--- src/hdl/qpc_pkg.sv ---
// Shared types and constants of the quadrature position counter.
package qpc_pkg;

  localparam int POS_W = 16;
  localparam int REV_W = 32;

  localparam logic [POS_W-1:0] CPR_RESET = 16'd468;

  localparam int CMD_QUEUE_DEPTH = 2;
  localparam int CMD_PTR_W       = $clog2(CMD_QUEUE_DEPTH);
  localparam int CMD_CNT_W       = $clog2(CMD_QUEUE_DEPTH + 1);

  localparam int RES_QUEUE_DEPTH = 2;
  localparam int RES_PTR_W       = $clog2(RES_QUEUE_DEPTH);
  localparam int RES_CNT_W       = $clog2(RES_QUEUE_DEPTH + 1);

  typedef enum logic [1:0] {
    STEP_NONE = 2'd0,
    STEP_UP   = 2'd1,
    STEP_DOWN = 2'd2
  } step_t;

  // Classified item as it travels from the front to the back.
  typedef struct packed {
    logic  clear;
    step_t step;
    logic  step_error;
    logic  index_rise;
  } cmd_t;

  // Handshake between the command queue and the back.
  typedef struct packed {
    logic valid;
    cmd_t head;
  } cmd_head_t;

  typedef struct packed {
    logic [POS_W-1:0]        position;
    logic signed [REV_W-1:0] revolutions;
    logic                    home_valid;
    logic                    step_error;
  } result_t;

endpackage

--- src/hdl/quadrature_position_counter.sv ---
// Top level of the x4 quadrature position counter with index homing.
//
// This block takes one item per clock while in_full is low: either a sample
// of encoder channels A and B and the index level, or a clear command. The
// front compares each sample with the previous one and classifies it as a
// step up, a step down, no step, or a step error when both channels changed
// at once. A two-entry command queue carries the classified item to the
// back, which keeps the position modulo counts_per_rev, the signed turn
// count and the home position, and writes one result per item into a
// two-entry result buffer. A result shows on the out_ ports once its item
// has passed through the command queue and its result has been written
// into the result buffer; a full result buffer holds the item at the head
// of the command queue. With out_pop held high the block sustains one
// item per cycle; in_full rises only after the result buffer has filled
// and the command queue has backed up behind it. The first index rise
// after reset or a clear latches the position as home, and every later
// rise puts the position back to home after that sample's step. Write
// counts_per_rev only while no item is in flight.
module quadrature_position_counter (
  input  logic                              clk,
  input  logic                              rst_n,
  input  logic                              cfg_wr_en,
  input  logic [qpc_pkg::POS_W-1:0]         cfg_wr_data,
  input  logic                              in_push,
  output logic                              in_full,
  input  logic                              in_command,
  input  logic                              in_chan_a,
  input  logic                              in_chan_b,
  input  logic                              in_index_level,
  input  logic                              out_pop,
  output logic                              out_empty,
  output logic [qpc_pkg::POS_W-1:0]         out_position,
  output logic signed [qpc_pkg::REV_W-1:0]  out_revolutions,
  output logic                              out_home_valid,
  output logic                              out_step_error
);
  import qpc_pkg::*;

  cmd_t      cmd;
  cmd_head_t head;
  logic      accept;
  logic      cmd_pop;

  // An item is taken whenever the command queue has a free entry.
  assign accept = in_push && !in_full;

  qpc_front u_front (
    .clk            (clk),
    .rst_n          (rst_n),
    .accept         (accept),
    .in_command     (in_command),
    .in_chan_a      (in_chan_a),
    .in_chan_b      (in_chan_b),
    .in_index_level (in_index_level),
    .cmd            (cmd)
  );

  qpc_cmd_queue u_cmd_queue (
    .clk      (clk),
    .rst_n    (rst_n),
    .push     (accept),
    .push_cmd (cmd),
    .full     (in_full),
    .pop      (cmd_pop),
    .head     (head)
  );

  qpc_back u_back (
    .clk             (clk),
    .rst_n           (rst_n),
    .cfg_wr_en       (cfg_wr_en),
    .cfg_wr_data     (cfg_wr_data),
    .head            (head),
    .cmd_pop         (cmd_pop),
    .out_pop         (out_pop),
    .out_empty       (out_empty),
    .out_position    (out_position),
    .out_revolutions (out_revolutions),
    .out_home_valid  (out_home_valid),
    .out_step_error  (out_step_error)
  );

endmodule

--- src/hdl/qpc_front.sv ---
// Front part: edge detection and x4 direction decoding of accepted items.
module qpc_front (
  input  logic          clk,
  input  logic          rst_n,
  input  logic          accept,
  input  logic          in_command,
  input  logic          in_chan_a,
  input  logic          in_chan_b,
  input  logic          in_index_level,
  output qpc_pkg::cmd_t cmd
);
  import qpc_pkg::*;

  logic last_a_r, last_a_nxt;
  logic last_b_r, last_b_nxt;
  logic last_index_r, last_index_nxt;
  logic a_edge, b_edge;

  assign a_edge = in_chan_a ^ last_a_r;
  assign b_edge = in_chan_b ^ last_b_r;

  always_comb begin
    cmd = '0;
    cmd.step = STEP_NONE;
    if (in_command) begin
      cmd.clear = 1'b1;
    end else begin
      if (a_edge && b_edge) begin
        cmd.step_error = 1'b1;
      end else if (a_edge) begin
        cmd.step = (in_chan_a == in_chan_b) ? STEP_DOWN : STEP_UP;
      end else if (b_edge) begin
        cmd.step = (in_chan_a != in_chan_b) ? STEP_DOWN : STEP_UP;
      end
      cmd.index_rise = in_index_level & ~last_index_r;
    end
  end

  // A clear command leaves the remembered pin levels alone.
  always_comb begin
    last_a_nxt     = last_a_r;
    last_b_nxt     = last_b_r;
    last_index_nxt = last_index_r;
    if (accept && !in_command) begin
      last_a_nxt     = in_chan_a;
      last_b_nxt     = in_chan_b;
      last_index_nxt = in_index_level;
    end
  end

  always_ff @(posedge clk) begin
    if (!rst_n) begin
      last_a_r     <= 1'b0;
      last_b_r     <= 1'b0;
      last_index_r <= 1'b0;
    end else begin
      last_a_r     <= last_a_nxt;
      last_b_r     <= last_b_nxt;
      last_index_r <= last_index_nxt;
    end
  end

endmodule

--- src/hdl/qpc_cmd_queue.sv ---
// Short queue of classified items between the front and the back.
module qpc_cmd_queue (
  input  logic               clk,
  input  logic               rst_n,
  input  logic               push,
  input  qpc_pkg::cmd_t      push_cmd,
  output logic               full,
  input  logic               pop,
  output qpc_pkg::cmd_head_t head
);
  import qpc_pkg::*;

  cmd_t                 entry_r [CMD_QUEUE_DEPTH];
  logic [CMD_PTR_W-1:0] wr_ptr_r, wr_ptr_nxt;
  logic [CMD_PTR_W-1:0] rd_ptr_r, rd_ptr_nxt;
  logic [CMD_CNT_W-1:0] cnt_r, cnt_nxt;
  logic                 do_push, do_pop;

  assign full       = (cnt_r == CMD_CNT_W'(CMD_QUEUE_DEPTH));
  assign head.valid = (cnt_r != '0);
  assign head.head  = entry_r[rd_ptr_r];
  assign do_push    = push && !full;
  assign do_pop     = pop && head.valid;

  always_comb begin
    wr_ptr_nxt = wr_ptr_r;
    rd_ptr_nxt = rd_ptr_r;
    cnt_nxt    = cnt_r;
    if (do_push) begin
      wr_ptr_nxt = (wr_ptr_r == CMD_PTR_W'(CMD_QUEUE_DEPTH - 1)) ? '0 : wr_ptr_r + 1'b1;
    end
    if (do_pop) begin
      rd_ptr_nxt = (rd_ptr_r == CMD_PTR_W'(CMD_QUEUE_DEPTH - 1)) ? '0 : rd_ptr_r + 1'b1;
    end
    if (do_push && !do_pop) begin
      cnt_nxt = cnt_r + 1'b1;
    end else if (do_pop && !do_push) begin
      cnt_nxt = cnt_r - 1'b1;
    end
  end

  always_ff @(posedge clk) begin
    if (!rst_n) begin
      wr_ptr_r <= '0;
      rd_ptr_r <= '0;
      cnt_r    <= '0;
    end else begin
      wr_ptr_r <= wr_ptr_nxt;
      rd_ptr_r <= rd_ptr_nxt;
      cnt_r    <= cnt_nxt;
    end
  end

  always_ff @(posedge clk) begin
    if (do_push) begin
      entry_r[wr_ptr_r] <= push_cmd;
    end
  end

endmodule

--- src/hdl/qpc_back.sv ---
// Back part: position, turn and home update, and the result buffer.
module qpc_back (
  input  logic                              clk,
  input  logic                              rst_n,
  input  logic                              cfg_wr_en,
  input  logic [qpc_pkg::POS_W-1:0]         cfg_wr_data,
  input  qpc_pkg::cmd_head_t                head,
  output logic                              cmd_pop,
  input  logic                              out_pop,
  output logic                              out_empty,
  output logic [qpc_pkg::POS_W-1:0]         out_position,
  output logic signed [qpc_pkg::REV_W-1:0]  out_revolutions,
  output logic                              out_home_valid,
  output logic                              out_step_error
);
  import qpc_pkg::*;

  logic [POS_W-1:0]        cpr_r;
  logic [POS_W-1:0]        count_r, count_nxt;
  logic signed [REV_W-1:0] turns_r, turns_nxt;
  logic                    seen_r, seen_nxt;
  logic [POS_W-1:0]        home_r, home_nxt;
  logic [POS_W-1:0]        top;
  logic [POS_W-1:0]        stepped;
  result_t                 res;

  result_t              buf_r [RES_QUEUE_DEPTH];
  logic [RES_PTR_W-1:0] wr_ptr_r, wr_ptr_nxt;
  logic [RES_PTR_W-1:0] rd_ptr_r, rd_ptr_nxt;
  logic [RES_CNT_W-1:0] cnt_r, cnt_nxt;
  logic                 do_out_pop;
  logic                 space;

  assign out_empty  = (cnt_r == '0);
  assign do_out_pop = out_pop && !out_empty;
  assign space      = (cnt_r != RES_CNT_W'(RES_QUEUE_DEPTH)) || do_out_pop;
  assign cmd_pop    = head.valid && space;

  // A modulus of zero wraps the top count to all ones.
  assign top = cpr_r - 1'b1;

  always_comb begin
    count_nxt = count_r;
    turns_nxt = turns_r;
    seen_nxt  = seen_r;
    home_nxt  = home_r;
    stepped   = count_r;
    if (head.head.clear) begin
      count_nxt = '0;
      turns_nxt = '0;
      seen_nxt  = 1'b0;
    end else begin
      case (head.head.step)
        STEP_UP: begin
          if (count_r >= top) begin
            stepped   = '0;
            turns_nxt = turns_r + 1'b1;
          end else begin
            stepped = count_r + 1'b1;
          end
        end
        STEP_DOWN: begin
          if (count_r == '0) begin
            stepped   = top;
            turns_nxt = turns_r - 1'b1;
          end else begin
            stepped = count_r - 1'b1;
          end
        end
        default: stepped = count_r;
      endcase
      count_nxt = stepped;
      if (head.head.index_rise) begin
        if (!seen_r) begin
          home_nxt = stepped;
          seen_nxt = 1'b1;
        end else begin
          count_nxt = home_r;
        end
      end
    end
  end

  always_comb begin
    res.position    = count_nxt;
    res.revolutions = turns_nxt;
    res.home_valid  = seen_nxt;
    res.step_error  = head.head.step_error && !head.head.clear;
  end

  always_ff @(posedge clk) begin
    if (!rst_n) begin
      cpr_r   <= CPR_RESET;
      count_r <= '0;
      turns_r <= '0;
      seen_r  <= 1'b0;
      home_r  <= '0;
    end else begin
      if (cfg_wr_en) begin
        cpr_r <= cfg_wr_data;
      end
      if (cmd_pop) begin
        count_r <= count_nxt;
        turns_r <= turns_nxt;
        seen_r  <= seen_nxt;
        home_r  <= home_nxt;
      end
    end
  end

  always_comb begin
    wr_ptr_nxt = wr_ptr_r;
    rd_ptr_nxt = rd_ptr_r;
    cnt_nxt    = cnt_r;
    if (cmd_pop) begin
      wr_ptr_nxt = (wr_ptr_r == RES_PTR_W'(RES_QUEUE_DEPTH - 1)) ? '0 : wr_ptr_r + 1'b1;
    end
    if (do_out_pop) begin
      rd_ptr_nxt = (rd_ptr_r == RES_PTR_W'(RES_QUEUE_DEPTH - 1)) ? '0 : rd_ptr_r + 1'b1;
    end
    if (cmd_pop && !do_out_pop) begin
      cnt_nxt = cnt_r + 1'b1;
    end else if (do_out_pop && !cmd_pop) begin
      cnt_nxt = cnt_r - 1'b1;
    end
  end

  always_ff @(posedge clk) begin
    if (!rst_n) begin
      wr_ptr_r <= '0;
      rd_ptr_r <= '0;
      cnt_r    <= '0;
    end else begin
      wr_ptr_r <= wr_ptr_nxt;
      rd_ptr_r <= rd_ptr_nxt;
      cnt_r    <= cnt_nxt;
    end
  end

  always_ff @(posedge clk) begin
    if (cmd_pop) begin
      buf_r[wr_ptr_r] <= res;
    end
  end

  assign out_position    = buf_r[rd_ptr_r].position;
  assign out_revolutions = buf_r[rd_ptr_r].revolutions;
  assign out_home_valid  = buf_r[rd_ptr_r].home_valid;
  assign out_step_error  = buf_r[rd_ptr_r].step_error;

endmodule

--- config.mk ---
export PLATFORM = sky130hd
export DESIGN_NAME = quadrature_position_counter
export DESIGN_NICKNAME = d
export VERILOG_FILES = /design/src/hdl/qpc_pkg.sv /design/src/hdl/quadrature_position_counter.sv /design/src/hdl/qpc_front.sv /design/src/hdl/qpc_cmd_queue.sv /design/src/hdl/qpc_back.sv
export SDC_FILE = /design/constraint.sdc
export NUM_CORES = 1
export LEC_CHECK = 0
export BUFFER_PORTS_ARGS = -buffer_cell sky130_fd_sc_hd__buf_2
export CAP_MARGIN = 5
export CORE_MARGIN = 5
export CORE_UTILIZATION = 35
export DETAILED_ROUTE_END_ITERATION = 8
export GPL_ROUTABILITY_DRIVEN = 0
export GPL_TIMING_DRIVEN = 1
export PLACE_DENSITY = 0.59
export SLEW_MARGIN = 20
export SYNTH_ARGS = -nofsm -noshare
export SYNTH_HDL_FRONTEND = slang
export SYNTH_HIERARCHICAL = 1
export SYNTH_SLANG_ARGS = --single-unit
export TNS_END_PERCENT = 50
--- constraint.sdc ---
create_clock -name clk -period 3.95 [get_ports clk]
set_input_delay 0 -clock clk [delete_from_list [all_inputs] [get_ports clk]]
set_output_delay 0 -clock clk [all_outputs]
set_load 0.02 [all_outputs]
## Yosys cells after proc, flatten, opt, wreduce, memory -nomap -nowiden

Memories as Yosys holds them, arrays and structs flattened. A register that Yosys moved wholly into a read port is not among the register bits.
Cells that the tools add are included.

- Memory bits (writable): 110
- Memories kept: 2
- Bits of input ports: 25
- Output and inout port bits: 52
- Register bits: 92
- Logic and storage cells: 104

- Bitwise operators: 5
- Equality and inequality tests: 6
- Reductions and logical operators: 27
- Add/sub/neg operators: 13
- Multiplexer cells: 36
- $lt $le $gt $ge: 1

Memory list:

| name | words | width | rd ports | clocked after Yosys merged registers in | write ports | RTL line | source |
|---|---|---|---|---|---|---|---|
| u_back.buf_r | 2 | 50 | 1 | 1 | 1 | qpc_back.sv:27 | `result_t buf_r [RES_QUEUE_DEPTH];` |
| u_cmd_queue.entry_r | 2 | 5 | 1 | 1 | 1 | qpc_cmd_queue.sv:13 | `cmd_t entry_r [CMD_QUEUE_DEPTH];` |

Operators with widths:

| operator | count |
|---|---|
| $mux 32 | 3 |
| $mux 16 | 5 |
| $pmux 32 s2 | 1 |
| $add 32x1->32 const B | 1 |
| $pmux 16 s2 | 1 |
| $sub 16x1->16 const B | 2 |
| $sub 32x1->32 const B | 1 |
| $mux 2 | 9 |
| $add 16x1->16 const B | 1 |
| $ge 16x16->1 | 1 |
| $logic_not 16->1 | 1 |
| $mux 1 | 16 |
| $logic_and 1x1->1 | 12 |
| $logic_not 1->1 | 8 |
| $reduce_bool 2->1 | 3 |
| $add 1x1->1 const B | 4 |
| $add 2x1->2 const B | 2 |
| $eq 2x2->1 const B | 2 |
| $mux 4 | 1 |
| $sub 2x1->2 const B | 2 |
| $reduce_and 3->1 | 1 |
| $eq 2x1->1 const B | 1 |
| $logic_not 2->1 | 1 |
| $ne 2x2->1 const B | 1 |
| other kinds (6) | 8 |

## Longest topological paths before layout

Gate-level depths: netlist of the first run.

- Word-level depth: 9
- Mapped depth: 15
- Depth with buffers taken out: 13

## Modules after synthesis

Netlist of the first run, hierarchy kept.

Modules (own cells, without submodules):

| module | instances | cells an instance | seq. area each (um^2) | area an instance (um^2) |
|---|---|---|---|---|
| qpc_back | 1 | 1,237 | 4,724.5 | 11,189.5 |
| qpc_cmd_queue | 1 | 41 | 400.4 | 586.8 |
| qpc_front | 1 | 20 | 60.1 | 190.2 |
| quadrature_position_counter | 1 | 1 | 0.0 | 13.8 |

## Worst setup path after synthesis of the first run

OpenSTA, ideal clock, no wires.

- Path kind: register to register
- From: reg u_back.cpr_r[2]
- To: mem u_back/buf_r[0][31] (netlist name), data pin
- Required time: 3,692 ps
- Arrival: 4,027 ps
- Setup slack: -334 ps
- Buffers on the path: 1
- Clock period less this slack: 4,284 ps
- Setup time: 258 ps
- Cell stages (with the launch flop): 14
- Path through: dfxtp_1 -> nor4_1 -> nand3_1 -> nor3_1 -> xnor2_1 -> ha_1 -> nand4_1 -> or3_1 -> or4_1 -> buf_2 -> a31oi_1 -> mux2_2 -> a211o_1 -> and2_1

RTL lines:

| element | RTL line | source |
|---|---|---|
| start, declared | qpc_back.sv:18 | `logic [POS_W-1:0] cpr_r;` |
| start signal, assigned | qpc_back.sv:100 | `cpr_r <= cfg_wr_data;` |
| end, declared | qpc_back.sv:27 |  |

==> run metrics, run 1 <==
Fmax=252 MHz; root buf cell=clkbuf_16; Final Hold Viols=0; # port buffers=76; final setup violation count=8; Worst-Skew Late Latency=530 ps; via density per instance=5.74; Initial Utilization=35.5%; diode count=0; post-synth cell types=75; Worst Path Required=4310 ps; Max Cap Viol=0; leading cell type in the layout, fill and taps excluded=edfxtp_1; drt initial violations=1068; leakage power=about 5.6 nW; Worst Clk Skew=18.5 ps; Core Rows=67; status=finished, violations left; Synth async-reset ratio=0%; Die Y=195 microns; PD cells=between 700 and 800 nW/um^2; Final min period=3970 ps; H-tree Lvls=1; fin crit share=101%; Die X-Extent=195 microns; crit-path max cell delay=590 ps; final worst setup slack=-22.0 ps; Vias=roughly 11000; # IOs=77; drt total wl=~37000 microns; DRC=0; RSZ-0062 raised after global routing=true; initial antenna violation count=0; worst slack, placed=-278 ps; worst hold-check path type=in -> reg; Hold Startpoint=cfg_wr_en; Slew Limit Fails=0; Synth Register Bits=204; Hold Path Stages=3; first-pass GRT wire length=~59000 microns; CP endpoint kind=register; number of global-route vias before repair=10600; Slowest cell on crit path=or4_4; Seq/Total Area, Yosys=between 40% and 50%; Global Route Usage Sum=18.7%; Main synth FF type=edfxtp_1; Yosys top cell by area=edfxtp_1; critical path startpoint category=register; synth top area cells=edfxtp_1 28%, dfxtp_1 16%, mux2_2 5.6%, nor2_1 3.4%, nand2_1 3.4%; post-synth top area share=between 20% and 30%; core area=33700 sq um; Inst Count DP=1822; critical path class=reg -> reg; dpl hpwl=~25000 microns; Worst-path clk slew=approximately 60 ps; multi-input logic area=between 6000 and 7000 sq um; FF/Latch Area=5190 sq um; largest net degree at the start of global routing=49; CP Max Fanout=10; most frequent cells in the layout=110 x edfxtp_1, 108 x buf_4, 107 x nor2_1; 1st-pass router iterations=7; Die Area=38000 sq um; number of flops mapped to enable cells by yosys=110; worst-case reg-to-reg path depth=14; CP Cell Sequence=nor4_4 -> buf_4 -> nand2_1 -> nor3_2 -> xnor2_1 -> ha_1 -> nand4_1 -> or3_1 -> or4_4 -> buf_8 -> a31o_4 -> or4_1 -> and3_4 -> nor2_1; worst path arrival time=4330 ps; CTS sink cnt=204; fillcell total=between 3000 and 4000; share of cells above drive strength 1=between 20% and 30%; setup slack, reg-to-reg=-20 ps; Syn Inst Count=1299; Ys Warns=6; failing checks=setup timing; grt total ovfl=0; area added between synthesis and finish=23.4%; CP Launch Point=u_back/cpr_r[2]; Syn Nets=1350; fin cells=1907; hold path endpoint=u_back/cpr_r[10]; CTS tree=built; Max-slew headroom=33.2%; CTS Buf Count=24; clock tree buffer depth=3; Post-DRT Antenna Nets=0; Mean Syn Cell Area=9.22 sq um; reg2reg start=u_back/cpr_r[2]; Nets=1492; Mapped Area=12000 sq um; Worst Tran Pin Value=roughly 1000 ps; worst flop-to-flop path endpoint=u_back/buf_r[0][9]; per-cell routed wire length=19.5 microns; Peak VDD IR=0.428 mV
-- registers in the layout, summed over array words and instances (netlist names), 2 cells and up, named ones only --
register,flops
u_back/home_r,16
u_cmd_queue/cnt_r,2
u_back/cnt_r,2
u_back/turns_r,32
u_back/cpr_r,16
u_back/count_r,16
u_back/buf_r,100
u_cmd_queue/entry_r,10
-- kinds of logic (layout without fill, tap and decap cells) --
kind of cell / after synthesis / after routing / synth area share (%)
adders and majority gates: 26 / 26 / 2.72
xor gates and xnor gates: 34 / 34 / 2.49
buffers and inverters: 135 / 295 / 4.33
and+or+nand+nor: 490 / 490 / 20.8
muxes: 89 / 89 / 8.06
DFF: 204 / 204 / 43.3
AOI/OAI and AO/OA: 321 / 321 / 18.3
-- timing repair --
item / in CTS / in global routing
endpoints found under the hold margin: 40 / 0
pin swaps: 12 / 22
hold buffers: 29 / 0
gates resized for setup: 17 / 41
buffers inserted: 6 / 6
setup endpoints to repair: 86 / 126
-- stage by stage --
step | power, mW | utilization [%] | area [sq um] | setup TNS, ps | hold WS, ps
final | 11.5 | 43.9 | 14800 | -99.7 | 36.0
after global routing | 12.2 | 43.9 | 14800 | -7430 | 42.9
after CTS | 11.4 | 43.2 | 14600 | 0 | 18.0
after detailed placement | 9.17 | 39.7 | 13400 | -9140 | 219
after global placement | 9.09 | 39.7 | 13400 | -3130 | 214
after floorplan | 7.13 | - | 12000 | 0 | 118
-- synthesized netlist by cell type (all sizes together), types with 17 or more instances --
library cell	count
mux2i	29
clkbuf	87
nand2	107
and2	20
mux2	60
or3	17
ha	26
o211ai	17
nor2	109
nor4	28
nand3	45
inv	32
nand4	29
dfxtp	94
edfxtp	110
a21oi	55
a31oi	20
nor3	51
xor2	18
o21ai	81
nor2b	20
-- worst max-delay path: cells and delay by family (launching register included) --
kind,cells,cell delay (ps)
DFF,1,330
and+or+nand+nor,9,2360
AOI/OAI and AO/OA,1,300
buffers and inverters,2,380
adders and majority gates,1,310
xor gates and xnor gates,1,120
-- worst max path at each step --
stage / to / slack [ps] / cells past startpoint
5_1_grt: u_back/buf_r[0][9] / -170 / 14
4_1_cts: u_back/buf_r[1][18] / 6 / 15
2_1_floorplan: u_back/buf_r[0][31] / 10 / 13
6_report: u_back/buf_r[0][9] / -20 / 14
3_5_place_dp: u_back/buf_r[1][31] / -280 / 14
3_3_place_gp: u_back/buf_r[0][31] / -160 / 14
-- area by class of cell --
cell class	count	share of cell area (%)
Clock buffer	33	4.64
Clock inverter	11	0.643
Inverter	32	0.813
Multi-Input combinational cell	960	44.4
Sequential cell	204	35.1
Tap cell	448	3.79
Timing Repair Buffer	219	10.6
-- report_power, final --
group	internal (mW)	switching (mW)
sequential	2.95	0.316
clock	1.29	0.908
combinational	2.14	3.91
-- routing by layer --
metal	GRT usage, %	wire length, microns	vias to the layer above
met5	0	0	-
met3	2.34	2380	90
met4	5.51	1210	0
met1	24.9	15800	5247
li1	-	-	5173
met2	32.0	17700	429
Note: power is estimated with default switching activity, not from simulation.
==> run 2, diff against run 1 <==
- REMOVE_ABC_BUFFERS: default -> 1
==> run metrics, run 2 (synthesis gave the netlist of run 1 again) <==
met3 WL=2720 microns; Die X-Extent=195 microns; clock tree buffer depth=3; Worst Tran Pin Value=954 ps; via density per instance=5.79; most frequent cells in the layout=110 x edfxtp_1, 108 x nor2_1, 106 x buf_4, 106 x nand2_1, 92 x dfxtp_1; Comb pwr share=52.8%; Max Cap Viol=0; Worst Clk Skew=13.4 ps; per-cell routed wire length=roughly 20 microns; final setup violation count=0; Die Area=between 30000 and 40000 sq um; highest routed layer=met4; Int Pwr=6.30 mW; 1st-pass router iterations=6; PD cells=roughly 770 nW/um^2; WHS=23.7 ps; CTS Buf Count=24; max reg flops=100; H-tree Lvls=1; Slew Limit Fails=0; Worst-path clk slew=approximately 60 ps; Core Rows=67; largest net degree at the start of global routing=71; Die Y=roughly 200 microns; area added between synthesis and finish=22.8%; share of cells above drive strength 1=23.6%; fin crit share=between 90% and 100%; core area=between 30000 and 40000 sq um; reg2reg start=u_back/cpr_r[5]; total power=11.4 mW; leakage power=between 5 and 6 nW; DRC=0; status=completed; utilization after layout=43.7%; Switching Share=44.7%; Worst Path Required=between 4000 and 5000 ps; fillcell total=3289; met2 WL=17400 microns; CP endpoint kind=register; dpl hpwl=26200 microns; setup slack, reg-to-reg=120 ps; worst flop-to-flop path endpoint=u_back/buf_r[1][31]; Worst-Skew Late Latency=roughly 520 ps; diode count=0; # IOs=77; Post-DRT Antenna Nets=0; drt initial violations=1114; Inst Count DP=between 1500 and 2000; worst path arrival time=4100 ps; drt total wl=38000 microns; worst-case reg-to-reg path depth=14; number of global-route vias before repair=10800; Sw Pwr=about 5.1 mW; CP Max Fanout=6; worst hold-check path type=in -> reg; root buf cell=clkbuf_16; Max-slew headroom=36.2%; Vias=11000; WL met1=16100 microns; Fmax=261 MHz; # port buffers=76; leading cell type in the layout, fill and taps excluded=edfxtp_1; grt total ovfl=0; critical path startpoint category=register; first-pass GRT wire length=60000 microns; critical path class=reg -> reg; Reg with most FFs=u_back/buf_r; initial antenna violation count=0; CTS sink cnt=roughly 200; Nets=1491; Global Route Usage Sum=19.2%; Peak VDD IR=0.414 mV; CTS tree=built; Sequential Power Share=a little under 30%; CP Launch Point=u_back/cpr_r[5]; clock power share=18.3%; Worst setup endpoint=u_back/buf_r[1][31]; Initial Utilization=a little over a third; biggest regs=u_back/buf_r (100), u_back/turns_r (32); Final Hold Viols=0; fin cells=about 1900; Final min period=roughly 3800 ps
## run 2: power by group through the flow
stage / clock network (mW) / registers, mW / logic (mW)
floorplan: 0 / 3.26 / 3.69
global placement: 0 / 3.31 / 5.82
CTS: 2.15 / 3.30 / 5.94
detailed placement: 0 / 3.34 / 5.88
global route: 2.24 / 3.36 / 6.49
finish: 2.09 / 3.29 / 6.01
## run 2: worst min path at each step
stage                    from                    to  slack, ps  cells past startpoint
3_3_place_gp   cfg_wr_data[4]       u_back/cpr_r[4]        230                      3
3_5_place_dp   cfg_wr_data[7]       u_back/cpr_r[7]        220                      3
5_1_grt             cfg_wr_en       u_back/cpr_r[3]         40                      3
4_1_cts               in_push  u_cmd_queue/wr_ptr_r          4                      4
2_1_floorplan           rst_n       u_back/cpr_r[2]         60                      1
6_report              in_push  u_cmd_queue/wr_ptr_r         20                      4
## run 2: per-stage QoR
step	TNS (ps)	setup WS (ps)	area [sq um]
finish	0	117	14700
global route	-13.4	-5.32	14700
CTS	0	1.31	14500
detailed placement	-3550	-185	13400
global placement	-2290	-153	13400
floorplan	-37320	-807	11600
## run 2: repair_timing
action                                 4_1_cts  5_1_grt
endpoints found under the hold margin       40        0
pin swaps                                    3       15
setup buffers                                4        0
resized for setup                           12       31
cloned                                       0        1
hold buffers                                28        0
setup endpoints to repair                   62      105
## run 2: worst max-delay path: stages, from the launching register on
cell and delay, ps:
dfxtp_2 320, nor4_2 260, buf_4 190, buf_4 120
nand3_1 80, xor2_1 210, ha_1 310, nand2_1 100
or3_1 360, or4_4 470, buf_12 170, a31oi_4 200
mux2_4 320, a211o_1 300, and2_1 170
## run 2: layout make-up
class                   count  area [sq um]  share of cell area (%)
well taps                 448           561                    3.81
clock inverters            11          58.8                   0.400
clock buffers              32           683                    4.64
multi-input cells         960          6490                    44.1
repair buffers            218          1610                    11.0
flip-flops and latches    204          5190                    35.3
inverters                  32           120                   0.816
## run 2: per-layer routing
metal,global-route usage (%),vias up
met5,0,-
met4,7.84,0
met3,3.33,108
met2,31.2,467
met1,25.5,5305
li1,-,5159
